--- src/hw/rtl/aqc_pkg.sv ---
// ----------------------------------------------------------------------------
// aqc_pkg
// Shared types and constants for the array queue with compaction.
// ----------------------------------------------------------------------------
package aqc_pkg;

  // slots in the entry store; position and count widths are sized for it
  localparam int DEPTH    = 32;

  localparam int OP_W     = 2;
  localparam int VALUE_W  = 32;
  localparam int STATUS_W = 2;
  localparam int POS_W    = 5;
  localparam int COUNT_W  = 6;

  // operation codes carried by an input transaction
  typedef enum logic [OP_W-1:0] {
    OP_ENQ    = 2'd0,
    OP_DEQ    = 2'd1,
    OP_SEARCH = 2'd2,
    OP_CLEAR  = 2'd3
  } op_t;

  // status codes carried by a result transaction
  typedef enum logic [STATUS_W-1:0] {
    ST_DONE      = 2'd0,
    ST_FULL      = 2'd1,
    ST_EMPTY     = 2'd2,
    ST_NOT_FOUND = 2'd3
  } status_t;

endpackage

--- src/hw/rtl/aqc_ram.sv ---
// ----------------------------------------------------------------------------
// aqc_ram
// Generic simple dual-port RAM: one write port, one read port, registered read.
// ----------------------------------------------------------------------------
module aqc_ram #(
  parameter int WIDTH = 32,
  parameter int DEPTH = 32
) (
  input  logic                     clk,
  input  logic                     we,
  input  logic [$clog2(DEPTH)-1:0] waddr,
  input  logic [WIDTH-1:0]         wdata,
  input  logic                     re,
  input  logic [$clog2(DEPTH)-1:0] raddr,
  output logic [WIDTH-1:0]         rdata
);

  logic [WIDTH-1:0] mem [DEPTH];

  always_ff @(posedge clk) begin
    if (we) begin
      mem[waddr] <= wdata;
    end
    if (re) begin
      rdata <= mem[raddr];
    end
  end

endmodule

--- src/hw/rtl/array_queue_with_compaction_top.sv ---
// ----------------------------------------------------------------------------
// array_queue_with_compaction_top
// Queue of signed words in a linear RAM with head slot and occupancy count.
// ----------------------------------------------------------------------------
//
//  channel | direction | handshake            | payload
//  --------+-----------+----------------------+--------------------------------
//  in      | to block  | in_valid / in_ready  | operation, value
//  out     | from block| out_valid / out_ready| status, position, count,
//          |           |                      | is_empty, is_full
//
//  enqueue without compaction, dequeue, clear and rejected requests go from
//  the idle state through the finish state to the output register; a search
//  walks the live entries up to the first match and a compacting enqueue walks
//  them all, one entry per cycle through the single RAM read port. one input
//  transaction is in work at a time; in_ready is high while idle, even while an
//  earlier result waits on out_ready. a result that finds the output register
//  still full waits for it.
//  rst is synchronous: head, count and control return to zero, RAM is untouched.
//
module array_queue_with_compaction_top (
  input  logic                                clk,
  input  logic                                rst,
  input  logic                                in_valid,
  output logic                                in_ready,
  input  logic [aqc_pkg::OP_W-1:0]            operation,
  input  logic signed [aqc_pkg::VALUE_W-1:0]  value,
  output logic                                out_valid,
  input  logic                                out_ready,
  output logic [aqc_pkg::STATUS_W-1:0]        status,
  output logic [aqc_pkg::POS_W-1:0]           position,
  output logic [aqc_pkg::COUNT_W-1:0]         count,
  output logic                                is_empty,
  output logic                                is_full
);

  localparam int AW = $clog2(aqc_pkg::DEPTH);
  localparam int CW = $clog2(aqc_pkg::DEPTH + 1);
  localparam logic [CW-1:0] FULL_CNT = CW'(aqc_pkg::DEPTH);

  typedef enum logic [1:0] {
    S_IDLE,
    S_COMPACT,
    S_SEARCH,
    S_FINISH
  } state_t;

  state_t state;

  // queue descriptor
  logic [AW-1:0] head;
  logic [CW-1:0] occ;

  // item in work
  logic signed [aqc_pkg::VALUE_W-1:0] val_q;
  logic [CW-1:0]                      idx;       // next entry to read
  logic                               pend;      // a read is returning this cycle
  logic [AW-1:0]                      pend_addr; // compaction target or search slot
  aqc_pkg::status_t                   res_status;
  logic [AW-1:0]                      res_pos;

  // RAM port signals
  logic                        ram_we;
  logic [AW-1:0]               ram_waddr;
  logic [aqc_pkg::VALUE_W-1:0] ram_wdata;
  logic                        ram_re;
  logic [AW-1:0]               ram_raddr;
  logic [aqc_pkg::VALUE_W-1:0] ram_rdata;

  logic in_acc;
  logic need_cmp;
  logic walk_more;
  logic hit;
  logic out_free;

  assign in_ready  = (state == S_IDLE);
  assign in_acc    = in_valid && in_ready;
  // tail sits at the last slot while the head has moved up
  assign need_cmp  = (head != '0) && ((CW'(head) + occ) == FULL_CNT);
  assign walk_more = (idx < occ);
  assign hit       = pend && (ram_rdata == val_q);
  assign out_free  = !out_valid || out_ready;

  always_comb begin
    ram_we    = 1'b0;
    ram_waddr = AW'(CW'(head) + occ);
    ram_wdata = val_q;
    ram_re    = 1'b0;
    ram_raddr = AW'(CW'(head) + idx);
    unique case (state)
      S_IDLE: begin
        // plain enqueue writes straight at the tail
        ram_we    = in_acc && (aqc_pkg::op_t'(operation) == aqc_pkg::OP_ENQ)
                    && (occ != FULL_CNT) && !need_cmp;
        ram_wdata = value;
      end
      S_COMPACT: begin
        ram_re = walk_more;
        if (pend) begin
          // move the returned word down; reads run ahead of writes
          ram_we    = 1'b1;
          ram_waddr = pend_addr;
          ram_wdata = ram_rdata;
        end else if (!walk_more) begin
          // live entries now start at slot 0, append the new word
          ram_we    = 1'b1;
          ram_waddr = AW'(occ);
        end
      end
      S_SEARCH: begin
        ram_re = walk_more && !hit;
      end
      S_FINISH: begin
      end
      default: begin
      end
    endcase
  end

  aqc_ram #(
    .WIDTH (aqc_pkg::VALUE_W),
    .DEPTH (aqc_pkg::DEPTH)
  ) u_store (
    .clk   (clk),
    .we    (ram_we),
    .waddr (ram_waddr),
    .wdata (ram_wdata),
    .re    (ram_re),
    .raddr (ram_raddr),
    .rdata (ram_rdata)
  );

  always_ff @(posedge clk) begin
    if (rst) begin
      state     <= S_IDLE;
      head      <= '0;
      occ       <= '0;
      pend      <= 1'b0;
      out_valid <= 1'b0;
    end else begin
      // in the finish state a taken result is replaced by the new one below
      if (out_valid && out_ready && (state != S_FINISH)) begin
        out_valid <= 1'b0;
      end

      unique case (state)
        S_IDLE: begin
          if (in_acc) begin
            val_q   <= value;
            idx     <= '0;
            pend    <= 1'b0;
            res_pos <= '0;
            unique case (aqc_pkg::op_t'(operation))
              aqc_pkg::OP_ENQ: begin
                if (occ == FULL_CNT) begin
                  res_status <= aqc_pkg::ST_FULL;
                  state      <= S_FINISH;
                end else if (need_cmp) begin
                  state <= S_COMPACT;
                end else begin
                  occ        <= occ + CW'(1);
                  res_status <= aqc_pkg::ST_DONE;
                  state      <= S_FINISH;
                end
              end
              aqc_pkg::OP_DEQ: begin
                if (occ == '0) begin
                  res_status <= aqc_pkg::ST_EMPTY;
                end else begin
                  occ        <= occ - CW'(1);
                  head       <= (occ == CW'(1)) ? '0 : head + AW'(1);
                  res_status <= aqc_pkg::ST_DONE;
                end
                state <= S_FINISH;
              end
              aqc_pkg::OP_SEARCH: begin
                if (occ == '0) begin
                  res_status <= aqc_pkg::ST_EMPTY;
                  state      <= S_FINISH;
                end else begin
                  state <= S_SEARCH;
                end
              end
              aqc_pkg::OP_CLEAR: begin
                head       <= '0;
                occ        <= '0;
                res_status <= aqc_pkg::ST_DONE;
                state      <= S_FINISH;
              end
              default: begin
              end
            endcase
          end
        end

        S_COMPACT: begin
          pend      <= walk_more;
          pend_addr <= AW'(idx);
          if (walk_more) begin
            idx <= idx + CW'(1);
          end
          if (!walk_more && !pend) begin
            head       <= '0;
            occ        <= occ + CW'(1);
            res_status <= aqc_pkg::ST_DONE;
            state      <= S_FINISH;
          end
        end

        S_SEARCH: begin
          pend      <= walk_more;
          pend_addr <= ram_raddr;
          if (walk_more) begin
            idx <= idx + CW'(1);
          end
          if (hit) begin
            pend       <= 1'b0;
            res_status <= aqc_pkg::ST_DONE;
            res_pos    <= pend_addr;
            state      <= S_FINISH;
          end else if (!pend && !walk_more) begin
            res_status <= aqc_pkg::ST_NOT_FOUND;
            state      <= S_FINISH;
          end
        end

        S_FINISH: begin
          if (out_free) begin
            out_valid <= 1'b1;
            status    <= res_status;
            position  <= aqc_pkg::POS_W'(res_pos);
            count     <= aqc_pkg::COUNT_W'(occ);
            is_empty  <= (occ == '0);
            is_full   <= (occ == FULL_CNT);
            state     <= S_IDLE;
          end
        end

        default: begin
          state <= S_IDLE;
        end
      endcase
    end
  end

endmodule

--- config.mk ---
export PLATFORM = sky130hd
export DESIGN_NAME = array_queue_with_compaction_top
export DESIGN_NICKNAME = d
export VERILOG_FILES = /design/src/hw/rtl/aqc_pkg.sv /design/src/hw/rtl/aqc_ram.sv /design/src/hw/rtl/array_queue_with_compaction_top.sv
export SDC_FILE = /design/constraint.sdc
export NUM_CORES = 1
export LEC_CHECK = 0
export BUFFER_PORTS_ARGS = -buffer_cell sky130_fd_sc_hd__buf_2
export CORE_MARGIN = 2
export CORE_UTILIZATION = 35
export CTS_CLUSTER_SIZE = 10
export DETAILED_ROUTE_END_ITERATION = 16
export GPL_ROUTABILITY_DRIVEN = 0
export REMOVE_ABC_BUFFERS = 1
export SLEW_MARGIN = 20
export SYNTH_ARGS = -nofsm -noshare
export SYNTH_HDL_FRONTEND = slang
export SYNTH_SLANG_ARGS = --single-unit
--- constraint.sdc ---
create_clock -name clk -period 4.9 [get_ports clk]
set_clock_uncertainty 0.05 [all_clocks]
set_input_delay 0.98 -clock clk [delete_from_list [all_inputs] [get_ports clk]]
set_output_delay 0.98 -clock clk [all_outputs]
set_load 0.03 [all_outputs]
# Word-level counts from Yosys, hierarchy flattened
# Memory sizes are Yosys's and may differ from the RTL's. A register that Yosys moved wholly into a read port is not among the register bits.
# Cells that the tools add are included.
# op_classes
n_addsub	6
magnitude_cmp	1
eq_ne	25
n_mux	56
n_bitwise	1
reduce_logical	37
# op_table
cell	n
$pmux 32 s2	1
$mux 5	9
$mux 6	7
$pmux 5 s2	4
$eq 32x32->1	1
$mux 32	1
$mux 2	14
$pmux 6 s2	2
$pmux 6 s3	1
$pmux 2 s4	2
$ne 3x3->1 const B	5
$reduce_and 7->1	2
$add 6x1->6 const B	2
$eq 6x6->1 const B	2
$pmux 2 s3	2
$logic_and 1x1->1	10
$mux 1	10
$eq 2x2->1 const B	4
$ne 2x2->1 const B	4
$reduce_and 4->1	2
$reduce_bool 2->1	4
$add 5x6->6	1
$eq 6x1->1 const B	1
$logic_not 6->1	1
other kinds (22)	34
# word_totals
reg_bits	80
ramBits	1024
inputBits	38
out_inout_bits	17
n_memories	1
# memory_table
name	words	word_bits	read_ports	rd_ports_with_merged_regs	wr	line_no	rtl
u_store.mem	32	32	1	1	1	aqc_ram.sv:18	logic [WIDTH-1:0] mem [DEPTH];

# Logic depth before layout (Yosys ltp)
# depth
word_depth	8
mapped_depth	12

# By module
# Synthesis repeated with hierarchy kept, for this count alone.
# hier_totals
hier_cells	2764
area_unflattened_um2	45992.9
# by_module_without_submodules
module	n_inst	cells_per_inst	area_each_um2	seq_area_each_um2
aqc_ram	1	2260	40812.9	31710.4
array_queue_with_compaction_top	1	504	5180.0	2252.2

# Worst setup path before layout
# Ideal clock, no wire load.
# synth_timing
path_kind	flip-flop to flip-flop
start	reg occ[2]
end	mem u_store.mem[8][0] (enable)
arrival_ns	3.904
required_ns	4.429
slack_ns	0.525
stages_incl_launch_ff	12
synth_period_minus_slack_ns	4.375
path_cell_list	dfxtp_1 > clkbuf_1 > inv_1 > ha_1 > and3_1 > a211o_1 > buf_6 > a211oi_1 > nor3_1 > or3_1 > clkbuf_1 > nor2_1
# synth_via
elab_chain_cells	8
word_cells_on_any_way	16
cone_classes	1 x add/sub; 1 x order compare; 2 x eq/ne; 8 x mux; 4 x reduce/logical
# synth_lines
element	line_no	rtl
start: declaration	array_queue_with_compaction_top.sv:52	logic [CW-1:0] occ;
start signal: assignment	array_queue_with_compaction_top.sv:161	occ <= occ + CW'(1);
start signal: assignment	array_queue_with_compaction_top.sv:170	occ <= occ - CW'(1);
start signal: assignment	array_queue_with_compaction_top.sv:204	occ <= occ + CW'(1);
$add 5x6->6	array_queue_with_compaction_top.sv:86	ram_waddr = AW'(CW'(head) + occ);
$eq 6x6->1	array_queue_with_compaction_top.sv:79	assign need_cmp = (head != '0) && ((CW'(head) + occ) == FULL_CNT);
$logic_and 1x1->1	array_queue_with_compaction_top.sv:79	
$logic_not 1->1	array_queue_with_compaction_top.sv:94	&& (occ != FULL_CNT) && !need_cmp;
$logic_and 1x1->1	array_queue_with_compaction_top.sv:94	
$pmux 1 s2	array_queue_with_compaction_top.sv:90	unique case (state)
$mux 1	aqc_ram.sv:21	if (we) begin
$mux 1 (implied by the code)	aqc_ram.sv:22	mem[waddr] <= wdata;
end: declaration	aqc_ram.sv:18	
# Parallel ways exist; a longest one is shown, timed or not.

# Final worst setup path
# layout_timing
start	reg occ[2]
end	mem u_store.mem[30][11] (enable)
# Same word-level chain as after synthesis.

==> impl_summary.txt <==
----------------------------------------------------
[Run status]
  Result of the run ... completed

[Detailed routing]
  Remaining DRCs ... 0
  Average wire per standard cell ... 29.05 um
  Total iterations of the first detailed-routing run ... 7
  Number of DRC markers in iteration 0 ... 3063
  Vias per cell ... 5.640
  Total wire length ... 125700 um
  Via Count ... 24406
  Post-route ant nets ... 0

[Global routing]
  Total track usage ... 19.03%
  Number of global-route vias before repair ... 24254
  First-pass GRT wire length ... 179500 um
  Antenna violations before repair ... 4
  Largest net degree at the start of global routing ... 60
  Total global routing overflow ... 0

[Synthesis]
  Dominant combinational cell family by area after synthesis ... multiplexers
  Register area share after synthesis ... 74.92%
  Post-synth ARST share ... 0%
  Top cells by area, synth ... sky130_fd_sc_hd__edfxtp_1, sky130_fd_sc_hd__mux4_2, sky130_fd_sc_hd__nand2_1
  FF+latch count, synth ... 1136
  Synth area leader ... sky130_fd_sc_hd__edfxtp_1
  Ys Warns ... 0
  Avg Cell Area, Syn ... 19.31 um2
  Post-synthesis xor/xnor area fraction ... 0.9080%
  Library cell with the highest instance count after synthesis ... sky130_fd_sc_hd__edfxtp_1
  Simple-gate portion of the synthesized area ... 4.918%
  Proportion of netlist area held by the largest area contributor ... 74.25%
  Adder-Cell Fraction of Synth Area ... 0.7507%
  Top cells by instance count after synthesis ... sky130_fd_sc_hd__edfxtp_1, sky130_fd_sc_hd__mux4_2, sky130_fd_sc_hd__nand2_1
  Primary FF master, synth ... sky130_fd_sc_hd__edfxtp_1
  Number of synthesized flops with an enable pin ... 1121
  Gate count of the mapped netlist ... 2348
  Compound-gate portion of the synthesized area ... 3.003%
  Post-synthesis cell type count ... 70
  Multiplexer fraction of the synthesized cell area ... 14.23%
  Mapped cell area ... 0.04533 mm2

[Clock tree]
  Clock transition at the registers of the reported paths ... 0.06 ns
  Clock net sink count ... 1136
  Post-CTS Hold Fix Bufs ... 0
  Setup bufs post-CTS ... 0
  CTS Buffer Depth ... 3
  Worst-Skew Late Latency ... 0.74 ns
  Cell at the root of the clock tree ... sky130_fd_sc_hd__clkbuf_16
  Count of instances resized after the clock tree is built ... 0
  Number of CTS-inserted buffers ... 134
  Number of levels the H-tree was split into ... 4
  TritonCTS clock tree ... yes

[Layout]
  Fraction of final layout cells with drive strength greater than 1 ... 25.89%
  Final core utilization ... 41.09%
  Area grow syn2layout ... 16.91%
  Final net count ... 2614
  Area used by sequential logic in the layout ... 0.03397 mm2
  Layout filler cell count ... 11237
  Area occupied by multi-input gates ... 0.01113 mm2

[Power and ir drop]
  Maximum ir drop on the vdd rail ... 404.5 uV
  Relative contribution of the clock network to total power ... 24.8%
  Share of total power consumed by net switching ... 35.33%
  Leakage power ... 16.65 nW
  Sw Pwr ... 12.49 mW
  Proportion of power drawn by flip-flops and latches ... 37.9%
  Power density of the placed cells ... 667.0 mW/mm2
  Logic pwr share ... 37.3%
  Pwr Total ... 35.35 mW
  Internal power ... 22.86 mW

[Setup path]
  Worst EP arrival ... 4.50 ns
  Critical Setup Path Class ... flop to flop
  Register-to-Register Path Depth ... 9
  Startpoint Class ... flop
  Slack of the worst reg-to-reg path ... 0.75 ns
  Critical R2R Capture ... u_store.mem[30][11]
  Worst path required time ... 5.25 ns
  CP endpoint kind ... flop
  CP Max Fanout ... 32
  Launching point of the worst reg2reg path ... occ[2]

[Floorplan]
  Row count ... 132
  Total I/O pin count ... 55
  Starting density of the core ... 35.15%
  Floorplan die area ... 0.1324 mm2
  Area of the core region ... 0.1290 mm2
  Die X ... 363.9 um
  Height of the die ... 363.9 um

[Timing]
  Pins Over Slew Limit ... 0
  Minimum clock period after layout ... 4.153 ns
  Transition at the pin with the smallest max-transition slack ... 1.171 ns
  Final setup vio count ... 0
  Remaining max-slew budget at the tightest pin ... 21.78%
  Final-report hold violation count ... 0
  Fmax achieved ... 0.2408 GHz
  Final Cycle Share ... 84.76%
  Unrepaired setup endpoints after global routing ... false

[Hold path]
  Start point of the worst min-delay path ... res_status[1]
  Min-Delay Path Class ... flop to flop
  Worst hold path stage count ... 0
  End of the worst hold path ... status[1]

[Placement]
  Detailed Place HPWL ... 79790 um
  Count of buffers from port buffering ... 54

[Flow run]
  Max_cap viols ... 0

----------------------------------------------------
## worst max-delay path by stage
| stage | from | endpoint | slack (ns) | cells past startpoint |
|---|---|---|---|---|
| final | occ[2] | u_store.mem[30][11] | 0.75 | 9 |
| after global routing | occ[0] | u_store.mem[20][24] | 0.49 | 12 |
| after CTS | occ[2] | u_store.mem[30][7] | 0.81 | 9 |
| after detailed placement | occ[2] | u_store.mem[30][30] | 0.82 | 9 |
| after global placement | occ[2] | u_store.mem[30][27] | 0.90 | 9 |
| after floorplan | idx[0] | u_store.rdata[30] | -6.65 | 5 |
## through the flow
stage	worst slack (ns)	hold WS, ns	instances	TNS [ns]	cell area, um2
floorplan	-6.650	0.3503	2221	-221.66	44820
global placement	0.9017	0.3650	4156	0	49230
finish	0.7470	0.3686	4327	0	53000
detailed placement	0.8241	0.3545	4156	0	49240
global route	0.4870	0.3777	4326	0	53000
CTS	0.8057	0.3676	4326	0	52970
## worst max-delay path: stages (launching register included)
cell                      delay (ns)
sky130_fd_sc_hd__dfxtp_1        0.58
sky130_fd_sc_hd__inv_1          0.26
sky130_fd_sc_hd__ha_1           0.35
sky130_fd_sc_hd__and3_1         0.22
sky130_fd_sc_hd__a211o_1        0.43
sky130_fd_sc_hd__and4_4         0.22
sky130_fd_sc_hd__or3_1          0.40
sky130_fd_sc_hd__or3_1          0.73
sky130_fd_sc_hd__nor2_4         0.26
sky130_fd_sc_hd__buf_12         0.28
## cell type report
cell class | instances | area share, %
flip-flops and latches | 1136 | 64.09
multi-input cells | 1067 | 21.01
clock buffers | 149 | 6.532
well taps | 1742 | 4.112
repair buffers | 193 | 3.612
clock inverters | 21 | 0.5170
inverters | 18 | 0.1275
diodes | 1 | 0.004722
## per-layer routing
| metal | track usage [%] | share of wire [%] | vias to the layer above |
|---|---|---|---|
| li1 | - | - | 9970 |
| met1 | 26.56 | 41 | 12905 |
| met2 | 29.55 | 47 | 1335 |
| met3 | 4.594 | 9.8 | 196 |
| met4 | 5.809 | 2.7 | 0 |
| met5 | 0 | 0 | - |
## cell families after synthesis
kind of cell,count (synthesis)
compound gates,194
xor+xnor,47
fa+ha+maj,26
buf+inv,145
flops,1136
mux,324
simple gates,476
## registers in the layout (all words and copies together) (netlist names)
register       cells
state              2
pend               1
position           5
res_pos            5
count              6
u_store.rdata     32
status             2
idx                6
head               5
pend_addr          5
out_valid          1
u_store.mem     1024
is_full            1
occ                6
is_empty           1
val_q             32
res_status         2
## cells in the final DEF (no fill, tap or decap), types with 10 or more instances in the layout
cell,n
sky130_fd_sc_hd__a211oi_1,10
sky130_fd_sc_hd__a21oi_1,23
sky130_fd_sc_hd__a22oi_1,32
sky130_fd_sc_hd__a32oi_1,32
sky130_fd_sc_hd__and3_1,33
sky130_fd_sc_hd__buf_12,48
sky130_fd_sc_hd__buf_2,54
sky130_fd_sc_hd__buf_4,91
sky130_fd_sc_hd__clkbuf_1,12
sky130_fd_sc_hd__clkbuf_16,136
sky130_fd_sc_hd__dfxtp_1,14
sky130_fd_sc_hd__edfxtp_1,1121
sky130_fd_sc_hd__ha_1,22
sky130_fd_sc_hd__inv_1,16
sky130_fd_sc_hd__mux2i_1,65
sky130_fd_sc_hd__mux4_2,256
sky130_fd_sc_hd__nand2_1,211
sky130_fd_sc_hd__nand3_1,79
sky130_fd_sc_hd__nand4_1,15
sky130_fd_sc_hd__nor2_1,31
sky130_fd_sc_hd__nor2_4,35
sky130_fd_sc_hd__nor3_1,11
sky130_fd_sc_hd__o21ai_0,18
sky130_fd_sc_hd__o21ai_1,27
sky130_fd_sc_hd__xnor2_1,39
## power by group through the flow
| stage | Clock, mW | Combinational [mW] | Sequential [mW] |
|---|---|---|---|
| after floorplan | 0 | 6.48 | 13.6 |
| after global placement | 0 | 12.9 | 13.6 |
| after detailed placement | 0 | 13.2 | 13.6 |
| after CTS | 8.93 | 13.2 | 13.4 |
| after global routing | 9.31 | 13.9 | 13.4 |
| final | 8.78 | 13.2 | 13.4 |
Note: power is estimated with default switching activity, not from simulation.
